==> src/rtl/core/skvt_pkg.sv <==
// shared opcodes, status codes and cell control type for the sorted key/value table
package skvt_pkg;

	localparam logic [1:0] OP_INSERT = 2'd0;
	localparam logic [1:0] OP_FIND   = 2'd1;
	localparam logic [1:0] OP_REMOVE = 2'd2;

	localparam logic [1:0] ST_OK        = 2'd0;
	localparam logic [1:0] ST_REPLACED  = 2'd1;
	localparam logic [1:0] ST_NOT_FOUND = 2'd2;
	localparam logic [1:0] ST_FULL      = 2'd3;

	// broadcast command to every cell for the operation being committed
	typedef struct packed {
		logic ins;  // open a slot at the insert point, shift upper entries up
		logic rem;  // delete the matching entry, shift upper entries down
		logic rep;  // overwrite the value of the matching entry
	} skvt_ctrl_t;

endpackage

==> src/rtl/core/skvt_cell.sv <==
// one slot of the sorted table: holds an entry, compares it, shifts with its neighbors
module skvt_cell
	import skvt_pkg::*;
#(
	parameter int KEY_WIDTH   = 32,
	parameter int VALUE_WIDTH = 32
) (
	input  logic                   clk,
	input  skvt_ctrl_t             ctrl,
	input  logic [KEY_WIDTH-1:0]   key,
	input  logic [VALUE_WIDTH-1:0] value,
	input  logic                   occupied,
	input  logic                   left_lt,
	input  logic [KEY_WIDTH-1:0]   left_key,
	input  logic [VALUE_WIDTH-1:0] left_value,
	input  logic [KEY_WIDTH-1:0]   right_key,
	input  logic [VALUE_WIDTH-1:0] right_value,
	output logic [KEY_WIDTH-1:0]   key_q,
	output logic [VALUE_WIDTH-1:0] value_q,
	output logic                   lt,
	output logic                   eq,
	output logic [VALUE_WIDTH-1:0] hit_value
);

	logic at_pos;

	assign lt        = occupied && (key_q < key);
	assign eq        = occupied && (key_q == key);
	assign at_pos    = !lt && left_lt;
	assign hit_value = eq ? value_q : '0;

	always_ff @(posedge clk) begin
		if (ctrl.ins && !lt) begin
			if (at_pos) begin
				key_q   <= key;
				value_q <= value;
			end else begin
				key_q   <= left_key;
				value_q <= left_value;
			end
		end else if (ctrl.rem && !lt) begin
			key_q   <= right_key;
			value_q <= right_value;
		end else if (ctrl.rep && eq) begin
			value_q <= value;
		end
	end

endmodule

==> config.mk <==
export PLATFORM = sky130hd
export DESIGN_NAME = skvt_cell
export DESIGN_NICKNAME = d
export VERILOG_FILES = /design/src/rtl/core/skvt_pkg.sv /design/src/rtl/core/skvt_cell.sv
export SDC_FILE = /design/constraint.sdc
export NUM_CORES = 1
export LEC_CHECK = 0
export BUFFER_PORTS_ARGS = -buffer_cell sky130_fd_sc_hd__clkbuf_2
export CAP_MARGIN = 20
export CORE_MARGIN = 1
export CORE_UTILIZATION = 25
export DETAILED_ROUTE_END_ITERATION = 16
export MAX_ROUTING_LAYER = met4
export PLACE_DENSITY = 0.49
export SYNTH_ARGS = -nofsm -noshare
export SYNTH_HDL_FRONTEND = slang
export SYNTH_SLANG_ARGS = --single-unit
==> constraint.sdc <==
create_clock -name clk -period 4.85 [get_ports clk]
set_clock_uncertainty 0.05 [all_clocks]
set_input_delay 0.2425 -clock clk [delete_from_list [all_inputs] [get_ports clk]]
set_output_delay 0.2425 -clock clk [all_outputs]
set_load 0.01 [all_outputs]
==> report_table.html, run 1 <==
<table>
<tr><th>Metric</th><th>Value</th></tr>
<tr><th colspan="2">Cells and area</th></tr>
<tr><td>Layout cell share with drive strength beyond 1</td><td>54.8%</td></tr>
<tr><td>Number of fillers in the final layout</td><td>1884</td></tr>
<tr><td>Number of nets in the layout</td><td>roughly 930</td></tr>
<tr><td>Non-filler instance count after layout</td><td>931</td></tr>
<tr><td>N_diodes</td><td>0</td></tr>
<tr><td>P&amp;R area growth vs syn</td><td>42.8%</td></tr>
<tr><th colspan="2">Critical path</th></tr>
<tr><td>WP data required</td><td>between 4000 and 5000 ps</td></tr>
<tr><td>Worst R2R Path Depth</td><td>8</td></tr>
<tr><td>Largest fanout on the critical path</td><td>25</td></tr>
<tr><td>Reg2Reg Launch Point</td><td>key_q[30]</td></tr>
<tr><td>Worst setup slack for register-to-register paths</td><td>between 1000 and 1500 ps</td></tr>
<tr><td>Crit path capture type</td><td>primary output</td></tr>
<tr><td>Arrival time worst endpoint</td><td>about 3300 ps</td></tr>
<tr><td>Startpoint types</td><td>register</td></tr>
<tr><td>Class of the most critical setup path</td><td>reg2out</td></tr>
<tr><td>Critical register-to-register path endpoint</td><td>key_q[0]</td></tr>
<tr><th colspan="2">Detailed routing</th></tr>
<tr><td>Residual antenna-violating net count after detailed routing</td><td>0</td></tr>
<tr><td>Average routed wire per standard cell</td><td>between 15 and 20 µm</td></tr>
<tr><td>Number of DRC markers after the initial detailed-route iteration</td><td>182</td></tr>
<tr><td>Initial DRT Pass Iterations</td><td>4</td></tr>
<tr><td>DRC errors left</td><td>0</td></tr>
<tr><td>Total Routed Length</td><td>between 15 and 20 mm</td></tr>
<tr><td>Count of vias placed by the detailed router</td><td>between 4000 and 5000</td></tr>
<tr><td>Post-DR vias/cell</td><td>4.80</td></tr>
<tr><th colspan="2">Timing</th></tr>
<tr><td>Setup repair after global routing missed its margin</td><td>no</td></tr>
<tr><td>Clock period minus final worst setup slack</td><td>around 3600 ps</td></tr>
<tr><td>Final-layout setup total negative slack</td><td>0 ps</td></tr>
<tr><td>Achievable Freq</td><td>about 0.28 GHz</td></tr>
<tr><td>Slew headroom</td><td>35.7%</td></tr>
<tr><td>Hold Vio Cnt, Final</td><td>0</td></tr>
<tr><td>Final Cycle Share</td><td>73.4%</td></tr>
<tr><td>Max Transition Viols Final</td><td>0</td></tr>
<tr><td>Number of setup violations in the final report</td><td>0</td></tr>
<tr><td>Slew @ Worst Pin</td><td>962 ps</td></tr>
<tr><th colspan="2">Global routing</th></tr>
<tr><td>Global-route wire length before repair</td><td>between 20 and 25 mm</td></tr>
<tr><td>Via count of the first global-routing pass</td><td>approximately 4600</td></tr>
<tr><td>GRT Overall Usage</td><td>approximately 16%</td></tr>
<tr><td>Initial antenna violation count</td><td>0</td></tr>
<tr><td>Largest net degree at the start of global routing</td><td>35</td></tr>
<tr><td>Remaining global-route overflow</td><td>0</td></tr>
<tr><th colspan="2">Power</th></tr>
<tr><td>Leakage power of the design</td><td>approximately 0.0033 µW</td></tr>
<tr><td>Total power per unit cell area</td><td>approximately 300 mW/mm²</td></tr>
<tr><td>Maximum resistive drop on vdd</td><td>~0.00015 V</td></tr>
<tr><th colspan="2">Min path</th></tr>
<tr><td>Worst Hold Endpoint</td><td>value_q[20]</td></tr>
<tr><td>Hold crit path type</td><td>in2reg</td></tr>
<tr><td>Worst hold stages</td><td>2</td></tr>
<tr><td>HP Start</td><td>value[20]</td></tr>
<tr><th colspan="2">Logic synthesis</th></tr>
<tr><td>Cell taking the most area after synthesis</td><td>sky130_fd_sc_hd__edfxtp_1</td></tr>
<tr><td>Fraction of post-synthesis cell area in the top cell type by area</td><td>40.6%</td></tr>
<tr><td>Netlist cell types</td><td>34</td></tr>
<tr><td>Number of storage elements in the synthesis netlist</td><td>64</td></tr>
<tr><td>Synth Warn #</td><td>0</td></tr>
<tr><td>Mapped Cells</td><td>a little over 400</td></tr>
<tr><td>Sequential cell area fraction in the yosys report</td><td>about 40%</td></tr>
<tr><td>Post-Syn Area per Cell</td><td>11.4 µm²</td></tr>
<tr><td>Leading post-synthesis cells by cell area</td><td>sky130_fd_sc_hd__edfxtp_1 (41%), sky130_fd_sc_hd__mux2_4 (9.5%), sky130_fd_sc_hd__ha_1 (8.5%)</td></tr>
<tr><td>Net count after synthesis</td><td>between 600 and 700</td></tr>
<tr><td>Netlist area before placement</td><td>0.00474 mm²</td></tr>
<tr><th colspan="2">Clock network</th></tr>
<tr><td>Master cell of the clock root buffer</td><td>sky130_fd_sc_hd__clkbuf_16</td></tr>
<tr><td>Hold Buf Count CTS</td><td>0</td></tr>
<tr><td>Clock transition at the registers of the reported paths</td><td>50 ps</td></tr>
<tr><td>Num Clock Sinks</td><td>64</td></tr>
<tr><td>Maximum number of buffers from clock root to sink</td><td>2</td></tr>
<tr><td>Post-cts resize count</td><td>0</td></tr>
<tr><td>Number of buffers inserted by post-CTS setup repair</td><td>0</td></tr>
<tr><td>Clock buffer count from CTS</td><td>9</td></tr>
<tr><td>CTS tree</td><td>built</td></tr>
<tr><td>Worst skew pair latency</td><td>approximately 340 ps</td></tr>
<tr><td>CTS HTree Levels</td><td>3</td></tr>
<tr><th colspan="2">Floorplan</th></tr>
<tr><td>Initial Utilization</td><td>around a quarter</td></tr>
<tr><td>Core outline area</td><td>approximately 0.018 mm²</td></tr>
<tr><td>Number of I/O pins</td><td>roughly 300</td></tr>
<tr><td>Chip height</td><td>140 µm</td></tr>
<tr><td>Horiz. Die Dim</td><td>approximately 140 µm</td></tr>
<tr><td>Die footprint</td><td>a little under 0.02 mm²</td></tr>
<tr><td>Rows</td><td>49</td></tr>
<tr><th colspan="2">Placement</th></tr>
<tr><td>Detailed placement HPWL</td><td>approximately 13 mm</td></tr>
<tr><td>Cell Count Post-Placement</td><td>slightly above 900</td></tr>
<tr><td>Routability congestion estimate from global placement</td><td>roughly 0.8</td></tr>
<tr><td>Count of port buffers added during placement</td><td>between 200 and 300</td></tr>
<tr><th colspan="2">Run</th></tr>
<tr><td>Max_cap viols</td><td>0</td></tr>
<tr><th colspan="2">Run status</th></tr>
<tr><td>Result of the run</td><td>finished, final reports clean</td></tr>
</table>
## worst max-delay path, stage by stage (launching register included)
cell,delay (ps)
sky130_fd_sc_hd__edfxtp_1,400
sky130_fd_sc_hd__ha_1,320
sky130_fd_sc_hd__nand4_1,140
sky130_fd_sc_hd__or4_1,600
sky130_fd_sc_hd__nor3_1,210
sky130_fd_sc_hd__and2_0,570
sky130_fd_sc_hd__buf_4,360
sky130_fd_sc_hd__and2_1,190
sky130_fd_sc_hd__clkbuf_2,140
## how the worst max path moves through the flow
stage                          from             to  slack [ps]  cells past startpoint
final                     key_q[13]  hit_value[12]        1290                      8
after global routing      key_q[13]  hit_value[10]        1030                      8
after floorplan           key_q[14]     value_q[0]         730                      9
after CTS                 key_q[13]  hit_value[10]        1210                      8
after detailed placement  key_q[13]      key_q[13]        1240                      9
after global placement    key_q[13]      key_q[12]        1370                      9
## where the power goes
group / switching (µW) / leakage (µW) / internal [µW]
clock network: 236 / 0.000147 / 442
logic: 288 / 0.00252 / 269
registers: 43.2 / 0.000628 / 718
total: 567 / 0.00330 / 1430
## per-stage QoR
step / hold slack [ps] / util [%] / worst slack (ps) / instance area (µm²) / power [µW]
floorplan: 405 / - / 725 / 4740 / 1080
global placement: 487 / 35.2 / 1370 / 6440 / 1320
detailed placement: 491 / 35.4 / 1240 / 6460 / 1340
CTS: 134 / 37.0 / 1210 / 6770 / 2030
global route: 139 / 37.0 / 1030 / 6770 / 2110
finish: 151 / 37.0 / 1290 / 6770 / 2000
## synthesized netlist by cell type
cell and count:
sky130_fd_sc_hd__o2bb2a_1 32, sky130_fd_sc_hd__o22ai_1 32, sky130_fd_sc_hd__clkbuf_1 28, sky130_fd_sc_hd__mux2_4 30
sky130_fd_sc_hd__o21ai_0 2, sky130_fd_sc_hd__nand2b_1 3, sky130_fd_sc_hd__a21oi_2 1, sky130_fd_sc_hd__a22oi_1 1
sky130_fd_sc_hd__a21o_1 1, sky130_fd_sc_hd__a21bo_4 1, sky130_fd_sc_hd__nand2_1 10, sky130_fd_sc_hd__and2_0 1
sky130_fd_sc_hd__o21a_1 2, sky130_fd_sc_hd__nor2b_1 1, sky130_fd_sc_hd__ha_1 32, sky130_fd_sc_hd__o211a_1 1
sky130_fd_sc_hd__a21oi_1 14, sky130_fd_sc_hd__nor3_1 3, sky130_fd_sc_hd__mux2_2 34, sky130_fd_sc_hd__nor4_1 1
sky130_fd_sc_hd__nor2_1 3, sky130_fd_sc_hd__buf_1 1, sky130_fd_sc_hd__o221ai_1 1, sky130_fd_sc_hd__a211oi_1 32
sky130_fd_sc_hd__nand4_1 6, sky130_fd_sc_hd__inv_1 35, sky130_fd_sc_hd__o21bai_1 1, sky130_fd_sc_hd__and2_1 33
sky130_fd_sc_hd__edfxtp_1 64, sky130_fd_sc_hd__o21ai_1 1, sky130_fd_sc_hd__buf_6 3, sky130_fd_sc_hd__nand3_1 3
sky130_fd_sc_hd__o31ai_2 1, sky130_fd_sc_hd__or4_1 1
## cell families after synthesis
logic type,synth area share (%)
flip-flops,40.6
buffers and inverters,5.78
AO/OA/AOI/OAI,19.8
AND/OR/NAND/NOR,7.77
multiplexers,17.6
adder cells (fa/ha/maj),8.45
## flip-flops by register name, summed over array words and instances (netlist names)
register  flops
value_q      32
key_q        32
## layout by cell type, fill, tap and decap left out, types with 6 or more instances in the layout
cell type and n:
sky130_fd_sc_hd__mux2_4 30, sky130_fd_sc_hd__o2bb2a_1 32, sky130_fd_sc_hd__a21oi_1 14, sky130_fd_sc_hd__clkbuf_2 295
sky130_fd_sc_hd__clkbuf_16 9, sky130_fd_sc_hd__nand4_1 6, sky130_fd_sc_hd__mux2_2 34, sky130_fd_sc_hd__o22ai_1 32
sky130_fd_sc_hd__buf_4 8, sky130_fd_sc_hd__nand2_1 10, sky130_fd_sc_hd__inv_1 35, sky130_fd_sc_hd__ha_1 32
sky130_fd_sc_hd__a211oi_1 32, sky130_fd_sc_hd__and2_1 33, sky130_fd_sc_hd__edfxtp_1 64
## per-layer routing
| layer | global-route usage, % | wire, µm |
|---|---|---|
| met2 | 30.0 | 8340 |
| met4 | 5.32 | 267 |
| met5 | - | 0 |
| met3 | 3.96 | 923 |
| met1 | 17.4 | 6150 |
## layout make-up
cell class	count	area, µm²	share of cell area [%]
tap	229	287	4.23
sequential	64	1920	28.4
inverter	35	131	1.94
clock buffer	10	229	3.38
clock inverter	5	72.6	1.07
timing repair buffer	304	1560	23.1
multi-input combinational	284	2560	37.9
Note: power is estimated with default switching activity, not from simulation.
==> run 2, diff against run 1 <==
--- a/config.mk
+++ b/config.mk
@@ -5,6 +5,7 @@
 export SDC_FILE = /design/constraint.sdc
 export NUM_CORES = 1
 export LEC_CHECK = 0
+export ABC_AREA = 1
 export BUFFER_PORTS_ARGS = -buffer_cell sky130_fd_sc_hd__clkbuf_2
 export CAP_MARGIN = 20
 export CORE_MARGIN = 1
==> constraint.sdc (replaced) <==
create_clock -name clk -period 3.1 [get_ports clk]
set_clock_uncertainty 0.05 [all_clocks]
set_input_delay 0.155 -clock clk [delete_from_list [all_inputs] [get_ports clk]]
set_output_delay 0.155 -clock clk [all_outputs]
set_load 0.01 [all_outputs]
==> run 2 against run 1 <==
  * Sequential power rose by 66%
  * Sequential share of layout area shrank 2.2 points
  * Non-clock buffer count increased by 6
  * Largest power group unchanged
  * Highest routed layer unchanged
==> report_table.html, run 2 <==
<table>
<tr><th>Metric</th><th>Value</th></tr>
<tr><th colspan="2">Power</th></tr>
<tr><td>Switching power</td><td>1170 µW (+110%)</td></tr>
<tr><td>Maximum resistive drop on vdd</td><td>0.000206 V (+36%)</td></tr>
<tr><td>Internal cell power</td><td>2220 µW (+56%)</td></tr>
<tr><td>Fraction of power consumed by combinational cells</td><td>32.9% (+5.0 points)</td></tr>
<tr><td>Share of power burned in registers</td><td>37.1% (-1.0 points)</td></tr>
<tr><td>Leakage power of the design</td><td>0.00438 µW (+33%)</td></tr>
<tr><td>Switching power as a share of total power</td><td>34.5% (+6.1 points)</td></tr>
<tr><td>Clock network fraction of total power</td><td>30.0% (-4.0 points)</td></tr>
<tr><td>Total power per unit cell area</td><td>462 mW/mm² (+57%)</td></tr>
<tr><th colspan="2">Floorplan</th></tr>
<tr><td>Core outline area</td><td>0.0210 mm² (+15%)</td></tr>
<tr><td>Rows</td><td>53 (+8.2%)</td></tr>
<tr><td>Initial Utilization</td><td>25.4% (-0.52 points)</td></tr>
<tr><td>Number of I/O pins</td><td>296 (unchanged)</td></tr>
<tr><td>Die footprint</td><td>0.0219 mm² (+12%)</td></tr>
<tr><td>Horiz. Die Dim</td><td>148 µm (+5.9%)</td></tr>
<tr><td>Chip height</td><td>148 µm (+5.9%)</td></tr>
<tr><th colspan="2">Clock network</th></tr>
<tr><td>Num Clock Sinks</td><td>64 (unchanged)</td></tr>
<tr><td>Number of buffers inserted by post-CTS setup repair</td><td>0 (unchanged)</td></tr>
<tr><td>CTS HTree Levels</td><td>3 (unchanged)</td></tr>
<tr><td>Clock transition at the registers of the reported paths</td><td>60 ps (about the same)</td></tr>
<tr><td>Master cell of the clock root buffer</td><td>sky130_fd_sc_hd__clkbuf_16</td></tr>
<tr><td>Maximum number of buffers from clock root to sink</td><td>2 (unchanged)</td></tr>
<tr><td>Post-cts resize count</td><td>0 (unchanged)</td></tr>
<tr><td>Hold Buf Count CTS</td><td>0 (unchanged)</td></tr>
<tr><td>Clock buffer count from CTS</td><td>9 (unchanged)</td></tr>
<tr><td>Worst skew pair latency</td><td>330 ps (about the same)</td></tr>
<tr><td>CTS tree</td><td>built</td></tr>
<tr><th colspan="2">Timing</th></tr>
<tr><td>Final Cycle Share</td><td>87.8%</td></tr>
<tr><td>Clock period minus final worst setup slack</td><td>~2700 ps</td></tr>
<tr><td>Setup repair after global routing missed its margin</td><td>no</td></tr>
<tr><td>Max Transition Viols Final</td><td>0 (unchanged)</td></tr>
<tr><td>Achievable Freq</td><td>roughly 0.37 GHz</td></tr>
<tr><td>Slew @ Worst Pin</td><td>727 ps (-235 ps)</td></tr>
<tr><td>Hold Vio Cnt, Final</td><td>0 (unchanged)</td></tr>
<tr><td>Number of setup violations in the final report</td><td>0 (unchanged)</td></tr>
<tr><td>Final-layout setup total negative slack</td><td>0 ps (unchanged)</td></tr>
<tr><td>Slew headroom</td><td>51.5% (+16 points)</td></tr>
<tr><th colspan="2">Global routing</th></tr>
<tr><td>Global-route wire length before repair</td><td>29.1 mm (+21%)</td></tr>
<tr><td>Initial antenna violation count</td><td>0 (unchanged)</td></tr>
<tr><td>Via count of the first global-routing pass</td><td>5462 (+19%)</td></tr>
<tr><td>Largest net degree at the start of global routing</td><td>67 (+91%)</td></tr>
<tr><td>GRT Overall Usage</td><td>17.9% (+1.4 points)</td></tr>
<tr><td>Remaining global-route overflow</td><td>0 (unchanged)</td></tr>
<tr><th colspan="2">Logic synthesis</th></tr>
<tr><td>Post-Syn Area per Cell</td><td>6.83 µm² (-40%)</td></tr>
<tr><td>FFs w/ async S/R, synth</td><td>0% (unchanged)</td></tr>
<tr><td>Post-synth EDFFs</td><td>64 (unchanged)</td></tr>
<tr><td>Leading post-synthesis cells by cell area</td><td>sky130_fd_sc_hd__edfxtp_1 (36%), sky130_fd_sc_hd__nand2_1 (16%), sky130_fd_sc_hd__nand3_1 (12%)</td></tr>
<tr><td>Synth Warn #</td><td>0 (unchanged)</td></tr>
<tr><td>Net count after synthesis</td><td>1010 (+57%)</td></tr>
<tr><td>Most frequent cells after synthesis</td><td>sky130_fd_sc_hd__nand2_1 (232), sky130_fd_sc_hd__inv_1 (172), sky130_fd_sc_hd__nand3_1 (131)</td></tr>
<tr><td>Cell taking the most area after synthesis</td><td>sky130_fd_sc_hd__edfxtp_1</td></tr>
<tr><td>Netlist area before placement</td><td>0.00532 mm² (+12%)</td></tr>
<tr><td>Most frequent cell after synthesis</td><td>sky130_fd_sc_hd__nand2_1</td></tr>
<tr><td>Mapped Cells</td><td>780 (+88%)</td></tr>
<tr><td>Number of storage elements in the synthesis netlist</td><td>64 (unchanged)</td></tr>
<tr><td>Netlist cell types</td><td>21 (-38%)</td></tr>
<tr><td>Fraction of post-synthesis cell area in the top cell type by area</td><td>36.1% (-4.5 points)</td></tr>
<tr><td>Sequential cell area fraction in the yosys report</td><td>36.1% (-4.5 points)</td></tr>
<tr><td>Prevailing post-synth register cell</td><td>sky130_fd_sc_hd__edfxtp_1</td></tr>
<tr><th colspan="2">Run status</th></tr>
<tr><td>Result of the run</td><td>finished, final reports clean</td></tr>
<tr><th colspan="2">Detailed routing</th></tr>
<tr><td>Initial DRT Pass Iterations</td><td>4 (unchanged)</td></tr>
<tr><td>Count of vias placed by the detailed router</td><td>5684 (+27%)</td></tr>
<tr><td>Average routed wire per standard cell</td><td>14.3 µm (-15%)</td></tr>
<tr><td>Number of DRC markers after the initial detailed-route iteration</td><td>220 (+21%)</td></tr>
<tr><td>Post-DR vias/cell</td><td>4.26 (-11%)</td></tr>
<tr><td>DRC errors left</td><td>0 (unchanged)</td></tr>
<tr><td>Total Routed Length</td><td>19.0 mm (+21%)</td></tr>
<tr><td>Residual antenna-violating net count after detailed routing</td><td>0 (unchanged)</td></tr>
<tr><th colspan="2">Placement</th></tr>
<tr><td>Count of port buffers added during placement</td><td>295 (unchanged)</td></tr>
<tr><td>Routability congestion estimate from global placement</td><td>0.775 (-3.0%)</td></tr>
<tr><td>Placed standard-cell area</td><td>0.00706 mm² (+9.2%)</td></tr>
<tr><td>Detailed placement HPWL</td><td>14.3 mm (+15%)</td></tr>
<tr><th colspan="2">Cells and area</th></tr>
<tr><td>N_diodes</td><td>0 (unchanged)</td></tr>
<tr><td>Number of nets in the layout</td><td>1283 (+38%)</td></tr>
<tr><td>Number of fillers in the final layout</td><td>2324 (+23%)</td></tr>
<tr><td>Most common cell after layout, fill and taps aside</td><td>sky130_fd_sc_hd__clkbuf_2</td></tr>
<tr><td>Layout cell share with drive strength beyond 1</td><td>31.3% (-24 points)</td></tr>
<tr><td>Top library cells by usage in the layout, fill and taps aside</td><td>sky130_fd_sc_hd__clkbuf_2 (294), sky130_fd_sc_hd__nand2_1 (232), sky130_fd_sc_hd__inv_1 (172)</td></tr>
<tr><td>Area of all placed cells without fillers</td><td>0.00735 mm² (+8.6%)</td></tr>
<tr><td>Register area</td><td>0.00192 mm² (unchanged)</td></tr>
<tr><td>P&amp;R area growth vs syn</td><td>38.0%</td></tr>
<tr><td>Area of the multi-input gates</td><td>0.00251 mm² (-2.0%)</td></tr>
<tr><td>Registers with the most flip-flops</td><td>key_q: 32 flops, value_q: 32 flops</td></tr>
<tr><th colspan="2">Min path</th></tr>
<tr><td>HP Start</td><td>right_key[13]</td></tr>
<tr><td>Hold crit path type</td><td>in2reg</td></tr>
<tr><th colspan="2">Critical path</th></tr>
<tr><td>Reg2Reg Launch Point</td><td>key_q[15]</td></tr>
<tr><td>CP startpoint</td><td>key_q[15]</td></tr>
<tr><td>WP data required</td><td>2890 ps (-1670 ps)</td></tr>
<tr><td>Largest fanout on the critical path</td><td>47 (+88%)</td></tr>
<tr><td>Arrival time worst endpoint</td><td>2520 ps (-750 ps)</td></tr>
<tr><td>Crit path capture type</td><td>primary output</td></tr>
<tr><td>Class of the most critical setup path</td><td>reg2out</td></tr>
<tr><td>Startpoint types</td><td>register</td></tr>
<tr><th colspan="2">Run</th></tr>
<tr><td>Max_cap viols</td><td>0 (unchanged)</td></tr>
</table>
## run 2: cell types whose count changed in the layout (fill, tap and decap cells not counted), moves of 5 or more
cell,previous run,this run
sky130_fd_sc_hd__buf_4,8,13
sky130_fd_sc_hd__o2bb2a_1,32,0
sky130_fd_sc_hd__mux2_4,30,0
sky130_fd_sc_hd__mux2_2,34,0
sky130_fd_sc_hd__nor2_1,2,45
sky130_fd_sc_hd__o2111ai_1,0,32
sky130_fd_sc_hd__o22ai_1,32,0
sky130_fd_sc_hd__a211oi_1,32,0
sky130_fd_sc_hd__inv_1,35,172
sky130_fd_sc_hd__nand3_1,3,130
sky130_fd_sc_hd__and2_1,33,0
sky130_fd_sc_hd__nand2_1,10,232
## run 2: worst paths after layout
kind                 endpoint  slack (ps)  cells after the start
setup / recovery           lt         380                     12
hold / removal      key_q[13]          40                      3
setup reg to reg  value_q[25]         520                     13
hold reg to reg      key_q[3]        1160                      8
## run 2: layer usage
metal  global-route usage [%]  vias to the layer above  routed length [µm]
li1                         -                     3024                   -
met3                     2.90                       19                1080
met4                     6.03                        0                 312
met5                        -                        -                   0
met1                     22.4                     2468                8540
met2                     29.2                      173                9090
## run 2: layout make-up
type                            count  share of cell area, %
Clock buffer                       10                   3.12
Clock inverter                      6                  0.817
Timing Repair Buffer              310                   22.2
Multi-Input combinational cell    494                   34.2
Sequential cell                    64                   26.2
Tap cell                          275                   4.68
Inverter                          174                   8.89
## run 2: critical path: stages, from the launching register on
cell and delay, ps:
sky130_fd_sc_hd__edfxtp_1 380, sky130_fd_sc_hd__ha_1 310, sky130_fd_sc_hd__nand2_1 60, sky130_fd_sc_hd__nor2_1 190, sky130_fd_sc_hd__nand4_1 150, sky130_fd_sc_hd__clkinv_1 70, sky130_fd_sc_hd__nand2_1 60, sky130_fd_sc_hd__nand2_1 70
sky130_fd_sc_hd__nand2_1 80, sky130_fd_sc_hd__nand2_4 100, sky130_fd_sc_hd__buf_4 460, sky130_fd_sc_hd__inv_1 80, sky130_fd_sc_hd__clkbuf_2 140
## run 2: kinds of logic after synthesis
logic type               Yosys count  synth area share, %
AO/OA/AOI/OAI                     47                 6.79
AND/OR/NAND/NOR                  415                 32.8
flip-flops                        64                 36.1
buffers and inverters            222                 16.8
adder cells (fa/ha/maj)           32                 7.52
## run 2: metrics by stage
stage | cells | hold WS (ps) | setup slack, ps | power (µW) | utilization [%]
2_1_floorplan | 780 | 292 | 33.2 | 1940 | -
3_3_place_gp | 1317 | 385 | 473 | 2410 | 33.7
3_5_place_dp | 1317 | 381 | 492 | 2420 | 33.7
4_1_cts | 1333 | 21.0 | 305 | 3460 | 35.1
5_1_grt | 1333 | 46.5 | 151 | 3630 | 35.1
6_report | 1333 | 38.6 | 379 | 3390 | 35.1
## run 2: power by group through the flow
stage / combinational [µW] / sequential, µW / clock [µW]
2_1_floorplan: 607 / 1330 / 0
3_3_place_gp: 1140 / 1280 / 0
3_5_place_dp: 1140 / 1280 / 0
4_1_cts: 1140 / 1260 / 1050
5_1_grt: 1270 / 1280 / 1080
6_report: 1120 / 1260 / 1020
==> run 3, diff against run 2 <==
--- a/config.mk
+++ b/config.mk
@@ -12,7 +12,6 @@
 export CORE_UTILIZATION = 25
 export DETAILED_ROUTE_END_ITERATION = 16
 export MAX_ROUTING_LAYER = met4
-export PLACE_DENSITY = 0.49
 export SYNTH_ARGS = -nofsm -noshare
 export SYNTH_HDL_FRONTEND = slang
 export SYNTH_SLANG_ARGS = --single-unit
==> run 3 against run 2 <==
  * Non-clock buffer count is 2 lower
  * Largest power group unchanged
  * Core utilization up 0.15 points
  * First-iteration DRC count grew 27%
  * Die area is the same
==> report_table.html, run 3 (synthesis results as in run 2) <==
<table>
<tr><th>Metric</th><th>Value</th></tr>
<tr><th colspan="2">Run status</th></tr>
<tr><td>Result of the run</td><td>finished, final reports clean</td></tr>
<tr><th colspan="2">Placement</th></tr>
<tr><td>Detailed placement HPWL</td><td>14.0 mm (-2.6%)</td></tr>
<tr><td>Place WS</td><td>283 ps (-209 ps)</td></tr>
<tr><td>Routability congestion estimate from global placement</td><td>0.840 (+8.4%)</td></tr>
<tr><td>Count of port buffers added during placement</td><td>295 (unchanged)</td></tr>
<tr><td>Cell Count Post-Placement</td><td>1315 (-0.15%)</td></tr>
<tr><th colspan="2">Run</th></tr>
<tr><td>Max_cap viols</td><td>0 (unchanged)</td></tr>
<tr><th colspan="2">Global routing</th></tr>
<tr><td>Via count of the first global-routing pass</td><td>5376 (-1.6%)</td></tr>
<tr><td>GRT Overall Usage</td><td>16.8% (-1.1 points)</td></tr>
<tr><td>Initial antenna violation count</td><td>1 (+1)</td></tr>
<tr><td>Remaining global-route overflow</td><td>0 (unchanged)</td></tr>
<tr><td>Global-route wire length before repair</td><td>27.5 mm (-5.5%)</td></tr>
<tr><td>Largest net degree at the start of global routing</td><td>72 (+7.5%)</td></tr>
<tr><th colspan="2">Critical path</th></tr>
<tr><td>Delay of the slowest cell on the worst path</td><td>390 ps (-70 ps)</td></tr>
<tr><td>Cell with the largest stage delay on the worst path</td><td>sky130_fd_sc_hd__edfxtp_1</td></tr>
<tr><td>Startpoint types</td><td>register</td></tr>
<tr><td>Cell family with the largest share of critical-path delay</td><td>simple AND/OR/NAND/NOR gates</td></tr>
<tr><td>Cells along the critical path</td><td>ha_1, nand2_1, nor2_1, nand4_1, nor2_1, nand2_1, nand2_4, buf_6, inv_1, clkbuf_2</td></tr>
<tr><td>Buf+Inv Stages, Crit Path</td><td>3 (-1)</td></tr>
<tr><td>Arrival time worst endpoint</td><td>2550 ps (+30 ps)</td></tr>
<tr><td>Worst setup slack for register-to-register paths</td><td>370 ps (-150 ps)</td></tr>
<tr><td>Crit path capture type</td><td>primary output</td></tr>
<tr><td>Largest fanout on the critical path</td><td>51 (+8.5%)</td></tr>
<tr><td>Class of the most critical setup path</td><td>reg2out</td></tr>
<tr><td>WP data required</td><td>2890 ps (about the same)</td></tr>
<tr><th colspan="2">Timing</th></tr>
<tr><td>Final-layout setup total negative slack</td><td>0 ps (unchanged)</td></tr>
<tr><td>Setup repair after global routing missed its margin</td><td>no</td></tr>
<tr><td>Slew @ Worst Pin</td><td>735 ps (+7.53 ps)</td></tr>
<tr><td>Max Transition Viols Final</td><td>0 (unchanged)</td></tr>
<tr><td>Final Cycle Share</td><td>88.9% (+1.1 points)</td></tr>
<tr><td>Hold Vio Cnt, Final</td><td>0 (unchanged)</td></tr>
<tr><td>Slew headroom</td><td>51.0% (-0.50 points)</td></tr>
<tr><td>Worst Setup Slack, final</td><td>344 ps (-35.2 ps)</td></tr>
<tr><td>Clock period minus final worst setup slack</td><td>2760 ps (+35.2 ps)</td></tr>
<tr><td>Achievable Freq</td><td>0.363 GHz (-1.3%)</td></tr>
<tr><td>Number of setup violations in the final report</td><td>0 (unchanged)</td></tr>
<tr><th colspan="2">Cells and area</th></tr>
<tr><td>Top library cells by usage in the layout, fill and taps aside</td><td>sky130_fd_sc_hd__clkbuf_2 (294), sky130_fd_sc_hd__nand2_1 (232), sky130_fd_sc_hd__inv_1 (172)</td></tr>
<tr><td>P&amp;R area growth vs syn</td><td>38.6%</td></tr>
<tr><td>Most common cell after layout, fill and taps aside</td><td>sky130_fd_sc_hd__clkbuf_2</td></tr>
<tr><td>Number of nets in the layout</td><td>1281 (-0.16%)</td></tr>
<tr><td>Non-filler instance count after layout</td><td>1332 (-0.075%)</td></tr>
<tr><td>Registers with the most flip-flops</td><td>key_q: 32 flops, value_q: 32 flops</td></tr>
<tr><td>Layout cell share with drive strength beyond 1</td><td>31.2% (-0.13 points)</td></tr>
<tr><th colspan="2">Detailed routing</th></tr>
<tr><td>Post-DR vias/cell</td><td>4.43 (+3.9%)</td></tr>
<tr><td>Total Routed Length</td><td>18.2 mm (-4.2%)</td></tr>
<tr><td>DRC errors left</td><td>0 (unchanged)</td></tr>
<tr><td>Number of DRC markers after the initial detailed-route iteration</td><td>279 (+27%)</td></tr>
<tr><td>Initial DRT Pass Iterations</td><td>5 (+1)</td></tr>
<tr><td>Residual antenna-violating net count after detailed routing</td><td>0 (unchanged)</td></tr>
<tr><td>Count of vias placed by the detailed router</td><td>5900 (+3.8%)</td></tr>
<tr><td>Average routed wire per standard cell</td><td>13.7 µm (-4.1%)</td></tr>
<tr><th colspan="2">Floorplan</th></tr>
<tr><td>Rows</td><td>53 (unchanged)</td></tr>
<tr><td>Initial Utilization</td><td>25.4% (unchanged)</td></tr>
<tr><td>Horiz. Die Dim</td><td>148 µm (unchanged)</td></tr>
<tr><td>Chip height</td><td>148 µm (unchanged)</td></tr>
<tr><td>Core outline area</td><td>0.0210 mm² (unchanged)</td></tr>
<tr><td>Die footprint</td><td>0.0219 mm² (unchanged)</td></tr>
<tr><td>Number of I/O pins</td><td>296 (unchanged)</td></tr>
<tr><th colspan="2">Clock network</th></tr>
<tr><td>Clock buffer count from CTS</td><td>9 (unchanged)</td></tr>
<tr><td>Worst skew pair latency</td><td>330 ps (about the same)</td></tr>
<tr><td>Num Clock Sinks</td><td>64 (unchanged)</td></tr>
<tr><td>Clock transition at the registers of the reported paths</td><td>60 ps (about the same)</td></tr>
<tr><td>Maximum number of buffers from clock root to sink</td><td>2 (unchanged)</td></tr>
<tr><td>Post-cts resize count</td><td>0 (unchanged)</td></tr>
<tr><td>CTS tree</td><td>built</td></tr>
<tr><td>CTS HTree Levels</td><td>3 (unchanged)</td></tr>
<tr><td>Hold Buf Count CTS</td><td>0 (unchanged)</td></tr>
<tr><td>Number of buffers inserted by post-CTS setup repair</td><td>0 (unchanged)</td></tr>
<tr><td>Master cell of the clock root buffer</td><td>sky130_fd_sc_hd__clkbuf_16</td></tr>
<tr><th colspan="2">Power</th></tr>
<tr><td>Overall power after layout</td><td>3480 µW (+2.6%)</td></tr>
<tr><td>Maximum resistive drop on vdd</td><td>0.000275 V (+34%)</td></tr>
<tr><td>Total power per unit cell area</td><td>472 mW/mm² (+2.1%)</td></tr>
<tr><td>Leakage power of the design</td><td>0.00440 µW (+0.32%)</td></tr>
<tr><th colspan="2">Min path</th></tr>
<tr><td>Hold crit path type</td><td>in2reg</td></tr>
</table>
[run 3: area by class of cell]
class / count / area (µm²)
Tap cell: 275 / 344
Antenna cell: 1 / 2.50
Fill cell: 2278 / 13600
Multi-Input combinational cell: 494 / 2510
Clock buffer: 9 / 225
Inverter: 174 / 653
Clock inverter: 7 / 96.3
Timing Repair Buffer: 308 / 1630
Sequential cell: 64 / 1920
[run 3: worst paths after layout]
path                               startpoint    endpoint  cells past startpoint
worst max-delay path                key_q[23]          lt                     10
worst min register to register      key_q[23]  value_q[1]                      8
worst min-delay path            right_key[22]   key_q[22]                      3
worst max register to register      key_q[23]  value_q[1]                     10
[run 3: per-stage QoR]
stage               hold slack (ps)  instance area [µm²]  utilization, %
global route                   36.1                 7380            35.2
floorplan                       292                 5320               -
finish                         40.2                 7380            35.2
detailed placement              380                 7050            33.7
global placement                382                 7050            33.7
CTS                            19.4                 7370            35.2
[run 3: worst register-to-register path: stages (launching register included)]
cell	delay [ps]
sky130_fd_sc_hd__edfxtp_1	390
sky130_fd_sc_hd__ha_1	300
sky130_fd_sc_hd__nand2_1	70
sky130_fd_sc_hd__nor2_1	160
sky130_fd_sc_hd__nand4_1	140
sky130_fd_sc_hd__nor2_1	220
sky130_fd_sc_hd__nand2_1	130
sky130_fd_sc_hd__nand2_4	180
sky130_fd_sc_hd__nand2_2	280
sky130_fd_sc_hd__nand3_1	240
sky130_fd_sc_hd__buf_12	220
[run 3: per-layer routing]
metal,global-route usage [%],up-vias,wire length (µm)
met4,6.39,0,507
met5,-,-,0
met2,28.3,213,9080
met3,3.21,30,1030
li1,-,3017,-
met1,19.7,2640,7600
[run 3: power breakdown]
| group | internal (µW) | switching [µW] | leakage [µW] |
|---|---|---|---|
| logic | 439 | 678 | 0.00360 |
| clock network | 705 | 398 | 0.000159 |
| registers | 1170 | 95.0 | 0.000639 |
